===== src/design/ptsb_pkg.sv =====
// ----------------------------------------------------------------------------
// ptsb_pkg: shared definitions for the periodic timer slot bank
// Widths, opcodes, result kinds and the controller/datapath structs.
// ----------------------------------------------------------------------------
`default_nettype none

package ptsb_pkg;

  localparam int SLOTS  = 8;
  localparam int IDX_W  = 3;
  localparam int EV_W   = 8;
  localparam int CNT_W  = 32;
  localparam int OP_W   = 3;
  localparam int KIND_W = 3;

  // opcodes
  localparam logic [OP_W-1:0] OP_INSERT = 3'd0;
  localparam logic [OP_W-1:0] OP_DELETE = 3'd1;
  localparam logic [OP_W-1:0] OP_TICK   = 3'd2;
  localparam logic [OP_W-1:0] OP_SETCNT = 3'd3;
  localparam logic [OP_W-1:0] OP_RSTCNT = 3'd4;
  localparam logic [OP_W-1:0] OP_LOOKUP = 3'd5;

  // result kinds
  localparam logic [KIND_W-1:0] K_INSERTED  = 3'd0;
  localparam logic [KIND_W-1:0] K_DELETED   = 3'd1;
  localparam logic [KIND_W-1:0] K_TIMEOUT   = 3'd2;
  localparam logic [KIND_W-1:0] K_OVERRUN   = 3'd3;
  localparam logic [KIND_W-1:0] K_DONE_OK   = 3'd4;
  localparam logic [KIND_W-1:0] K_DONE_FAIL = 3'd5;

  // output register source select
  localparam logic [2:0] EM_NONE    = 3'd0;
  localparam logic [2:0] EM_INSERT  = 3'd1;
  localparam logic [2:0] EM_DELETE  = 3'd2;
  localparam logic [2:0] EM_OVERRUN = 3'd3;
  localparam logic [2:0] EM_TIMEOUT = 3'd4;
  localparam logic [2:0] EM_FINAL   = 3'd5;

  typedef struct packed {
    logic       load;        // capture an accepted request
    logic       ins_wr;      // write new slot at first free entry
    logic       del_wr;      // free the addressed slot
    logic       cnt_wr;      // set count / reset count write
    logic       walk_start;  // point the walk at slot 0
    logic       walk_upd;    // write back the ticked count
    logic       walk_next;   // step to the next slot
    logic       fin_load;    // capture the closing result
    logic [2:0] emit;        // load output register from this source
  } dp_cmd_t;

  typedef struct packed {
    logic [OP_W-1:0] op;
    logic            ins_ok;
    logic            del_ok;
    logic            idx_ok;
    logic            ticks_zero;
    logic            walk_active;
    logic            walk_borrow;
    logic            walk_zero;
    logic            walk_last;
    logic            out_free;
  } dp_stat_t;

endpackage

`default_nettype wire


===== src/design/ptsb_ifs.sv =====
// ----------------------------------------------------------------------------
// ptsb channel interfaces
// Request and response channels with valid/ready handshake.
// ----------------------------------------------------------------------------
`default_nettype none

interface ptsb_req_if;
  logic        valid;
  logic        ready;
  logic [2:0]  opcode;
  logic [7:0]  event_id;
  logic [2:0]  slot_index;
  logic [31:0] reload_count;
  logic [31:0] elapsed_ticks;
  logic [31:0] count_value;

  modport source (output valid, output opcode, output event_id, output slot_index,
                  output reload_count, output elapsed_ticks, output count_value,
                  input ready);
  modport sink   (input valid, input opcode, input event_id, input slot_index,
                  input reload_count, input elapsed_ticks, input count_value,
                  output ready);
endinterface

interface ptsb_rsp_if;
  logic       valid;
  logic       ready;
  logic [2:0] kind;
  logic [2:0] result_slot;
  logic [7:0] result_event;
  logic       last;

  modport source (output valid, output kind, output result_slot, output result_event,
                  output last, input ready);
  modport sink   (input valid, input kind, input result_slot, input result_event,
                  input last, output ready);
endinterface

`default_nettype wire


===== src/design/ptsb_dp.sv =====
// ----------------------------------------------------------------------------
// ptsb_dp: slot storage, request registers and output register
// Holds the timer slots, the walk pointer, the closing result and the
// response register; executes commands from the controller.
// ----------------------------------------------------------------------------
`default_nettype none

module ptsb_dp (
  input  wire logic                          clk,
  input  wire logic                          rst,
  input  wire ptsb_pkg::dp_cmd_t             cmd,
  output ptsb_pkg::dp_stat_t                 stat,
  input  wire logic [ptsb_pkg::OP_W-1:0]     opcode,
  input  wire logic [ptsb_pkg::EV_W-1:0]     event_id,
  input  wire logic [ptsb_pkg::IDX_W-1:0]    slot_index,
  input  wire logic [ptsb_pkg::CNT_W-1:0]    reload_count,
  input  wire logic [ptsb_pkg::CNT_W-1:0]    elapsed_ticks,
  input  wire logic [ptsb_pkg::CNT_W-1:0]    count_value,
  input  wire logic                          rsp_ready,
  output logic                               rsp_valid,
  output logic [ptsb_pkg::KIND_W-1:0]        kind,
  output logic [ptsb_pkg::IDX_W-1:0]         result_slot,
  output logic [ptsb_pkg::EV_W-1:0]          result_event,
  output logic                               last
);
  import ptsb_pkg::*;

  function automatic logic [IDX_W-1:0] first_set(input logic [SLOTS-1:0] v);
    logic [IDX_W-1:0] r;
    r = '0;
    for (int i = SLOTS - 1; i >= 0; i--) begin
      if (v[i]) r = IDX_W'(i);
    end
    return r;
  endfunction

  logic [EV_W-1:0]   slot_event  [SLOTS];
  logic [CNT_W-1:0]  slot_reload [SLOTS];
  logic [CNT_W-1:0]  slot_count  [SLOTS];

  logic [OP_W-1:0]   op;
  logic [EV_W-1:0]   op_ev;
  logic [CNT_W-1:0]  op_reload;
  logic [CNT_W-1:0]  op_ticks;
  logic [CNT_W-1:0]  op_cval;
  logic [IDX_W-1:0]  walk_idx;

  logic [KIND_W-1:0] fin_kind;
  logic [IDX_W-1:0]  fin_slot;
  logic [EV_W-1:0]   fin_event;

  logic [SLOTS-1:0]  match;
  logic [SLOTS-1:0]  free;
  logic [IDX_W-1:0]  match_idx;
  logic [IDX_W-1:0]  free_idx;
  logic [EV_W-1:0]   ev_rd;
  logic [CNT_W-1:0]  cnt_rd;
  logic [CNT_W-1:0]  rel_rd;
  logic [CNT_W:0]    diff;
  logic [CNT_W-1:0]  ins_reload;
  logic              idx_ok;
  logic              ins_ok;
  logic              look_ok;
  logic              del_ok;
  logic [KIND_W-1:0] fin_kind_next;
  logic [IDX_W-1:0]  fin_slot_next;
  logic [EV_W-1:0]   fin_event_next;

  always_comb begin
    for (int i = 0; i < SLOTS; i++) begin
      match[i] = (slot_event[i] == op_ev);
      free[i]  = (slot_event[i] == '0);
    end
  end

  assign match_idx  = first_set(match);
  assign free_idx   = first_set(free);
  assign ev_rd      = slot_event[walk_idx];
  assign cnt_rd     = slot_count[walk_idx];
  assign rel_rd     = slot_reload[walk_idx];
  assign diff       = {1'b0, cnt_rd} - {1'b0, op_ticks};
  assign ins_reload = (op_reload == '0) ? CNT_W'(1) : op_reload;
  assign idx_ok     = (32'(walk_idx) < 32'(SLOTS));
  assign ins_ok     = (op_ev != '0) && !(|match) && (|free);
  assign look_ok    = (op_ev != '0) && (|match);
  assign del_ok     = idx_ok && (ev_rd != '0);

  assign stat.op          = op;
  assign stat.ins_ok      = ins_ok;
  assign stat.del_ok      = del_ok;
  assign stat.idx_ok      = idx_ok;
  assign stat.ticks_zero  = (op_ticks == '0);
  assign stat.walk_active = (ev_rd != '0);
  assign stat.walk_borrow = diff[CNT_W];
  assign stat.walk_zero   = (diff[CNT_W-1:0] == '0);
  assign stat.walk_last   = (walk_idx == IDX_W'(SLOTS - 1));
  assign stat.out_free    = !rsp_valid || rsp_ready;

  // closing item, decided before the operation changes any slot
  always_comb begin
    fin_kind_next  = K_DONE_FAIL;
    fin_slot_next  = '0;
    fin_event_next = '0;
    case (op)
      OP_INSERT: begin
        if (ins_ok) begin
          fin_kind_next  = K_DONE_OK;
          fin_slot_next  = free_idx;
          fin_event_next = op_ev;
        end
      end
      OP_DELETE: begin
        if (del_ok) begin
          fin_kind_next  = K_DONE_OK;
          fin_slot_next  = walk_idx;
          fin_event_next = ev_rd;
        end
      end
      OP_TICK: begin
        fin_kind_next = K_DONE_OK;
      end
      OP_SETCNT, OP_RSTCNT: begin
        if (idx_ok) begin
          fin_kind_next  = K_DONE_OK;
          fin_slot_next  = walk_idx;
          fin_event_next = ev_rd;
        end
      end
      OP_LOOKUP: begin
        if (look_ok) begin
          fin_kind_next  = K_DONE_OK;
          fin_slot_next  = match_idx;
          fin_event_next = op_ev;
        end
      end
      default: begin
        fin_kind_next = K_DONE_FAIL;
      end
    endcase
  end

  // slot storage and response valid
  always_ff @(posedge clk) begin
    if (rst) begin
      for (int i = 0; i < SLOTS; i++) begin
        slot_event[i]  <= '0;
        slot_reload[i] <= '0;
        slot_count[i]  <= '0;
      end
      rsp_valid <= 1'b0;
    end else begin
      if (cmd.ins_wr) begin
        slot_event[free_idx]  <= op_ev;
        slot_reload[free_idx] <= ins_reload;
        slot_count[free_idx]  <= ins_reload;
      end
      if (cmd.del_wr) slot_event[walk_idx] <= '0;
      if (cmd.cnt_wr) slot_count[walk_idx] <= (op == OP_SETCNT) ? op_cval : rel_rd;
      if (cmd.walk_upd) begin
        slot_count[walk_idx] <= (diff[CNT_W] || (diff[CNT_W-1:0] == '0)) ?
                                rel_rd : diff[CNT_W-1:0];
      end
      if (cmd.emit != EM_NONE) begin
        rsp_valid <= 1'b1;
      end else if (rsp_ready) begin
        rsp_valid <= 1'b0;
      end
    end
  end

  // request fields, walk pointer, closing item, response payload
  always_ff @(posedge clk) begin
    if (cmd.load) begin
      op        <= opcode;
      op_ev     <= event_id;
      op_reload <= reload_count;
      op_ticks  <= elapsed_ticks;
      op_cval   <= count_value;
      walk_idx  <= slot_index;
    end else if (cmd.walk_start) begin
      walk_idx <= '0;
    end else if (cmd.walk_next) begin
      walk_idx <= walk_idx + IDX_W'(1);
    end
    if (cmd.fin_load) begin
      fin_kind  <= fin_kind_next;
      fin_slot  <= fin_slot_next;
      fin_event <= fin_event_next;
    end
    case (cmd.emit)
      EM_INSERT: begin
        kind <= K_INSERTED; result_slot <= free_idx; result_event <= op_ev; last <= 1'b0;
      end
      EM_DELETE: begin
        kind <= K_DELETED; result_slot <= walk_idx; result_event <= ev_rd; last <= 1'b0;
      end
      EM_OVERRUN: begin
        kind <= K_OVERRUN; result_slot <= walk_idx; result_event <= ev_rd; last <= 1'b0;
      end
      EM_TIMEOUT: begin
        kind <= K_TIMEOUT; result_slot <= walk_idx; result_event <= ev_rd; last <= 1'b0;
      end
      EM_FINAL: begin
        kind <= fin_kind; result_slot <= fin_slot; result_event <= fin_event; last <= 1'b1;
      end
      default: begin
      end
    endcase
  end

endmodule

`default_nettype wire


===== src/design/ptsb_ctrl.sv =====
// ----------------------------------------------------------------------------
// ptsb_ctrl: operation sequencer
// Accepts a request, runs its steps (slot walk for ticks) and issues
// each result transfer only when the output register is free.
// ----------------------------------------------------------------------------
`default_nettype none

module ptsb_ctrl (
  input  wire logic               clk,
  input  wire logic               rst,
  input  wire logic               req_valid,
  output logic                    idle,
  input  wire ptsb_pkg::dp_stat_t stat,
  output ptsb_pkg::dp_cmd_t       cmd
);
  import ptsb_pkg::*;

  localparam logic [2:0] S_IDLE    = 3'd0;
  localparam logic [2:0] S_EXEC    = 3'd1;
  localparam logic [2:0] S_WALK    = 3'd2;
  localparam logic [2:0] S_WALK_TO = 3'd3;
  localparam logic [2:0] S_FINAL   = 3'd4;

  logic [2:0] state;
  logic [2:0] state_next;

  assign idle = (state == S_IDLE);

  always_comb begin
    cmd        = '0;
    cmd.emit   = EM_NONE;
    state_next = state;
    case (state)
      S_IDLE: begin
        if (req_valid) begin
          cmd.load   = 1'b1;
          state_next = S_EXEC;
        end
      end
      S_EXEC: begin
        if (stat.op == OP_INSERT && stat.ins_ok) begin
          if (stat.out_free) begin
            cmd.ins_wr   = 1'b1;
            cmd.fin_load = 1'b1;
            cmd.emit     = EM_INSERT;
            state_next   = S_FINAL;
          end
        end else if (stat.op == OP_DELETE && stat.del_ok) begin
          if (stat.out_free) begin
            cmd.del_wr   = 1'b1;
            cmd.fin_load = 1'b1;
            cmd.emit     = EM_DELETE;
            state_next   = S_FINAL;
          end
        end else if (stat.op == OP_TICK && !stat.ticks_zero) begin
          cmd.fin_load   = 1'b1;
          cmd.walk_start = 1'b1;
          state_next     = S_WALK;
        end else begin
          if ((stat.op == OP_SETCNT || stat.op == OP_RSTCNT) && stat.idx_ok) begin
            cmd.cnt_wr = 1'b1;
          end
          cmd.fin_load = 1'b1;
          state_next   = S_FINAL;
        end
      end
      S_WALK: begin
        if (!stat.walk_active) begin
          if (stat.walk_last) state_next = S_FINAL;
          else cmd.walk_next = 1'b1;
        end else if (stat.walk_borrow) begin
          // overrun: reload now, timeout follows in its own step
          if (stat.out_free) begin
            cmd.walk_upd = 1'b1;
            cmd.emit     = EM_OVERRUN;
            state_next   = S_WALK_TO;
          end
        end else if (stat.walk_zero) begin
          if (stat.out_free) begin
            cmd.walk_upd = 1'b1;
            cmd.emit     = EM_TIMEOUT;
            if (stat.walk_last) state_next = S_FINAL;
            else cmd.walk_next = 1'b1;
          end
        end else begin
          cmd.walk_upd = 1'b1;
          if (stat.walk_last) state_next = S_FINAL;
          else cmd.walk_next = 1'b1;
        end
      end
      S_WALK_TO: begin
        if (stat.out_free) begin
          cmd.emit = EM_TIMEOUT;
          if (stat.walk_last) begin
            state_next = S_FINAL;
          end else begin
            cmd.walk_next = 1'b1;
            state_next    = S_WALK;
          end
        end
      end
      S_FINAL: begin
        if (stat.out_free) begin
          cmd.emit   = EM_FINAL;
          state_next = S_IDLE;
        end
      end
      default: begin
        state_next = S_IDLE;
      end
    endcase
  end

  always_ff @(posedge clk) begin
    if (rst) begin
      state <= S_IDLE;
    end else begin
      state <= state_next;
    end
  end

endmodule

`default_nettype wire


===== src/design/periodic_timer_slot_bank_core.sv =====
// ----------------------------------------------------------------------------
// periodic_timer_slot_bank_core: bank of periodic timers
// Eight timer slots with insert, delete, tick, set count, reset count and
// lookup operations; each operation ends in one result with last set.
// ----------------------------------------------------------------------------
//
//  channel  modport   payload                                       role
//  -------  --------  --------------------------------------------  ----------
//  req      sink      opcode, event_id, slot_index, reload_count,   operation
//                     elapsed_ticks, count_value
//  rsp      source    kind, result_slot, result_event, last         results
//
//  One operation at a time. Insert, delete and lookup run as accept,
//  execute and closing result; set/reset count likewise.
//  A nonzero tick walks all 8 slots, one slot per cycle while no result waits
//  on a stalled rsp; each overrun adds a step that sends its timeout.
//  Reset (rst, synchronous) frees all slots and clears counts; no clearing
//  pass is needed, the bank is ready as soon as reset drops.
//  A stalled rsp holds the sequencer at its next result; req.ready is low
//  until the closing result has been loaded into the output register.
//
`default_nettype none

module periodic_timer_slot_bank_core (
  input  wire logic clk,
  input  wire logic rst,
  ptsb_req_if.sink  req,
  ptsb_rsp_if.source rsp
);
  import ptsb_pkg::*;

  dp_cmd_t  cmd;
  dp_stat_t stat;
  logic     idle;

  // request is taken only between operations
  assign req.ready = idle;

  ptsb_ctrl u_ctrl (
    .clk       (clk),
    .rst       (rst),
    .req_valid (req.valid),
    .idle      (idle),
    .stat      (stat),
    .cmd       (cmd)
  );

  // slots, walk pointer and the output register that carries each transfer
  ptsb_dp u_dp (
    .clk           (clk),
    .rst           (rst),
    .cmd           (cmd),
    .stat          (stat),
    .opcode        (req.opcode),
    .event_id      (req.event_id),
    .slot_index    (req.slot_index),
    .reload_count  (req.reload_count),
    .elapsed_ticks (req.elapsed_ticks),
    .count_value   (req.count_value),
    .rsp_ready     (rsp.ready),
    .rsp_valid     (rsp.valid),
    .kind          (rsp.kind),
    .result_slot   (rsp.result_slot),
    .result_event  (rsp.result_event),
    .last          (rsp.last)
  );

endmodule

`default_nettype wire


===== src/flat_wrapper.sv =====
// flat-port wrapper written by rule: the top's interface ports become plain ports
module periodic_timer_slot_bank_core_flat import ptsb_pkg::*;
  (clk, rst, req_valid, req_opcode, req_event_id, req_slot_index, req_reload_count, req_elapsed_ticks, req_count_value, req_ready, rsp_valid, rsp_kind, rsp_result_slot, rsp_result_event, rsp_last, rsp_ready);
  ptsb_req_if req_i ();
  ptsb_rsp_if rsp_i ();
  input  wire logic clk;
  input  wire logic rst;
  input wire logic [$bits(req_i.valid)-1:0] req_valid;
  input wire logic [$bits(req_i.opcode)-1:0] req_opcode;
  input wire logic [$bits(req_i.event_id)-1:0] req_event_id;
  input wire logic [$bits(req_i.slot_index)-1:0] req_slot_index;
  input wire logic [$bits(req_i.reload_count)-1:0] req_reload_count;
  input wire logic [$bits(req_i.elapsed_ticks)-1:0] req_elapsed_ticks;
  input wire logic [$bits(req_i.count_value)-1:0] req_count_value;
  output wire logic [$bits(req_i.ready)-1:0] req_ready;
  output wire logic [$bits(rsp_i.valid)-1:0] rsp_valid;
  output wire logic [$bits(rsp_i.kind)-1:0] rsp_kind;
  output wire logic [$bits(rsp_i.result_slot)-1:0] rsp_result_slot;
  output wire logic [$bits(rsp_i.result_event)-1:0] rsp_result_event;
  output wire logic [$bits(rsp_i.last)-1:0] rsp_last;
  input wire logic [$bits(rsp_i.ready)-1:0] rsp_ready;
  assign req_i.valid = req_valid;
  assign req_i.opcode = req_opcode;
  assign req_i.event_id = req_event_id;
  assign req_i.slot_index = req_slot_index;
  assign req_i.reload_count = req_reload_count;
  assign req_i.elapsed_ticks = req_elapsed_ticks;
  assign req_i.count_value = req_count_value;
  assign req_ready = req_i.ready;
  assign rsp_valid = rsp_i.valid;
  assign rsp_kind = rsp_i.kind;
  assign rsp_result_slot = rsp_i.result_slot;
  assign rsp_result_event = rsp_i.result_event;
  assign rsp_last = rsp_i.last;
  assign rsp_i.ready = rsp_ready;
  periodic_timer_slot_bank_core u_core (.clk(clk), .rst(rst), .req(req_i), .rsp(rsp_i));
endmodule

===== config.mk =====
export PLATFORM = sky130hd
export DESIGN_NAME = periodic_timer_slot_bank_core_flat
export DESIGN_NICKNAME = d
export VERILOG_FILES = /design/src/design/ptsb_pkg.sv /design/src/design/ptsb_ifs.sv /design/src/design/ptsb_dp.sv /design/src/design/ptsb_ctrl.sv /design/src/design/periodic_timer_slot_bank_core.sv /design/src/flat_wrapper.sv
export SDC_FILE = /design/constraint.sdc
export NUM_CORES = 1
export LEC_CHECK = 0
export BUFFER_PORTS_ARGS = -buffer_cell sky130_fd_sc_hd__buf_2
export CAP_MARGIN = 25
export CORE_AREA = 4 4 275 277
export CTS_CLUSTER_DIAMETER = 30
export CTS_CLUSTER_SIZE = 40
export DETAILED_ROUTE_END_ITERATION = 10
export DIE_AREA = 0 0 279 281
export HOLD_SLACK_MARGIN = 0.02
export PLACE_DENSITY = 0.62
export SYNTH_ARGS = -nofsm -noshare
export SYNTH_HDL_FRONTEND = slang
export SYNTH_SLANG_ARGS = --single-unit

===== constraint.sdc =====
create_clock -name clk -period 9.65 [get_ports clk]
set_input_delay 0.965 -clock clk [delete_from_list [all_inputs] [get_ports clk]]
set_output_delay 0.965 -clock clk [all_outputs]
set_load 0.01 [all_outputs]

==> metrics.yaml <==
run_status:
  outcome: "completed"
clocking:
  htree_levels: 4
  clk_pin_slew_ns: 0.05
  clk_latency_ns: 0.74
  cts.sinks: 720
  post_cts_buffers: 0
  cts_buffer_depth: 3
  cts_tree: "yes"
  numCtsBuffers: 155
  cts_root_buf: "clkbuf_16"
  ctsResizeCount: 0
  cts.hold.buffers_added: 0
die:
  rows: 99
  die-area_mm2: 0.0784
  initial_core_util: 0.499
  io_pins: 131
  core_area_mm2: 0.0728
  die_w_um: 279
  die_h_um: 281
timing:
  finalSetupTns_ns: 0
  slew_violations: 0
  setup_violations: 0
  holdWs_ns: 0.403
  rsz0062_at_grt: "false"
  slew_headroom: 0.179
  post-route-min-period_ns: 7.80
  final.setup_skew_ns: 0.0492
  period_share: 0.808
  hold_violations: 0
  max_slew.worst_pin.slew_ns: 1.23
  max_freq_ghz: 0.128
logic_synthesis:
  synth_area_per_cell_um2: 13.6
  synth_nets: 2831
  async_flop_share: 0
  synth_cell_types: 86
  yosys.cell_count.top_type: "edfxtp_1"
  synth_ff_type: "edfxtp_1"
  synthTopCellsByCount: "713 x edfxtp_1, 227 x a22oi_1, 192 x and2_1"
  synth_cells: 2682
  synth.area.top_cells: "edfxtp_1 59%, mux4_2 8.9%, a22oi_1 4.7%, and2_1 3.3%, nor2_1 1.8%"
  synth_top_cell_by_area: "edfxtp_1"
  netlist_area_mm2: 0.0364
  synth_enable_flop_cells: 713
  yosys_warnings: 0
  synth_top_area_share: 0.589
  ys_seq_elements: 720
  seq_area_frac_synth: 0.593
power_and_ir_drop:
  powerDensity_mw_per_mm2: 254
  ir_drop_mv: 0.189
  leakage_nw: 16.0
grt:
  grt_max_degree: 68
  grt_pass1_wl_mm: 173
  gr-total-overflow: 0
  antenna_found_initial: 3
  track_usage: 0.299
  grt_pass1_vias: 26200
worst_setup_path:
  cp_max_fo: 44
  arrival_ns: 8.21
  cp-end-kind: "flop"
  cp.required_ns: 10.06
  path_class: "flop to flop"
  start_kind: "flop"
final_layout:
  layout-area-overhead-vs-synth_pct: 19.3
  fill_cells: 5704
  antenna_cells: 0
  nets: 2981
  post_route_cells_drive_above_1_share: 0.238
routing:
  antenna_left: 0
  first_iter_violations: 3477
  routed_wirelength_mm: 118
  viasPerCell: 6.63
  via_count: 26000
  drc: 0
  first_pass_iters: 6
  detail_route.wl_per_cell_um: 30.2
hold_path:
  hold_path_class: "primary input to flop"
place:
  dp_hpwl_mm: 74.3
  gp_congestion: 0.921
  io_buffers: 130
run:
  cap_viol_max_count: 0
==> registers in the layout (all words and copies together), names as in the netlist, 8 cells and up, named ones only <==
| name | flops |
|---|---|
| u_core.u_dp.slot_event | 64 |
| u_core.u_dp.op_reload | 32 |
| u_core.u_dp.op_ev | 8 |
| u_core.u_dp.slot_reload | 256 |
| u_core.u_dp.fin_event | 8 |
| u_core.u_dp.op_ticks | 32 |
| u_core.u_dp.slot_count | 256 |
| u_core.u_dp.op_cval | 32 |
| u_core.u_dp.result_event | 8 |
==> metrics by stage <==
| stage | worst slack (ns) | power, mW | util | cells | cell area, um2 |
|---|---|---|---|---|---|
| detailed placement | 1.97 | 5.77 | 0.522 | 3627 | 38100 |
| finish | 1.85 | 11.0 | 0.596 | 3922 | 43400 |
| global placement | 1.91 | 5.75 | 0.520 | 3618 | 37900 |
| floorplan | 1.22 | 5.06 | - | 2682 | 36400 |
| global route | 1.59 | 11.4 | 0.596 | 3922 | 43400 |
| CTS | 1.94 | 11.0 | 0.595 | 3915 | 43300 |
==> final timing paths <==
kind / cells past startpoint / slack [ns] / to / start
worst max-delay path: 16 / 1.85 / u_core.u_dp.slot_count[6][11] / flop
worst min-delay path: 1 / 0.40 / u_core.u_dp.op_ev[3] / req_event_id[3]
worst max register to register: 16 / 1.85 / u_core.u_dp.slot_count[6][11] / flop
worst min register to register: 2 / 0.52 / u_core.u_dp.kind[0] / u_core.u_dp.fin_kind[0]
==> critical path: stages (launching register included) <==
cell and delay (ns):
dfxtp_4 0.93, mux4_2 0.60, mux2_2 0.32, ha_1 0.48, nand4_2 0.21, or3_1 0.36
and3_1 0.20, a31oi_1 0.41, xor2_1 0.23, nand4b_1 0.23, or4_1 0.57, or4b_4 0.66
o31a_1 0.55, buf_4 0.33, o2111ai_2 0.80, buf_4 0.39, a22oi_1 0.12
==> power by group <==
| group | internal (mW) | switching [mW] | total, mW |
|---|---|---|---|
| combinational | 0.742 | 1.24 | 1.98 |
| sequential | 3.60 | 0.192 | 3.80 |
| clock | 3.47 | 1.77 | 5.25 |
| total | 7.82 | 3.20 | 11.0 |
==> cells in the final DEF, fill, tap and decap left out, types with 55 or more instances in the layout <==
cell	instances
o21ai_0	56
xor2_1	62
a22oi_1	227
and2_1	191
a21oi_1	70
a211oi_1	71
and3_1	75
edfxtp_1	713
buf_2	130
clkbuf_16	157
nor2_1	170
buf_4	55
nand2_1	124
mux4_2	144
==> final cells by class <==
| cell class | count | area [um2] | share of cell area |
|---|---|---|---|
| Clock inverter | 109 | 1250 | 0.0287 |
| Inverter | 45 | 169 | 0.00389 |
| Tap cell | 959 | 1200 | 0.0277 |
| Clock buffer | 179 | 4010 | 0.0924 |
| Sequential cell | 720 | 21600 | 0.497 |
| Timing Repair Buffer | 196 | 1300 | 0.0300 |
| Multi-Input combinational cell | 1714 | 13900 | 0.320 |
==> logic make-up (layout without fill, tap and decap cells) <==
logic type / after synthesis / after routing / synth area share
XOR/XNOR: 83 / 83 / 0.0200
buffers and inverters: 248 / 529 / 0.0283
adder cells (fa/ha/maj): 35 / 35 / 0.0122
multiplexers: 229 / 229 / 0.114
AO/OA/AOI/OAI: 581 / 581 / 0.116
flip-flops: 720 / 720 / 0.593
AND/OR/NAND/NOR: 786 / 786 / 0.117
==> routing by layer <==
layer / routed length, um / share of wire / up-vias / global-route usage
met5: 13 / 0.00011 / - / 0
met4: 6480 / 0.055 / 2 / 0.160
met3: 10900 / 0.092 / 301 / 0.0572
met2: 55200 / 0.47 / 1629 / 0.471
met1: 45700 / 0.39 / 13100 / 0.398
li1: - / - / 10900 / -
Power figures use the tool's default switching activity.
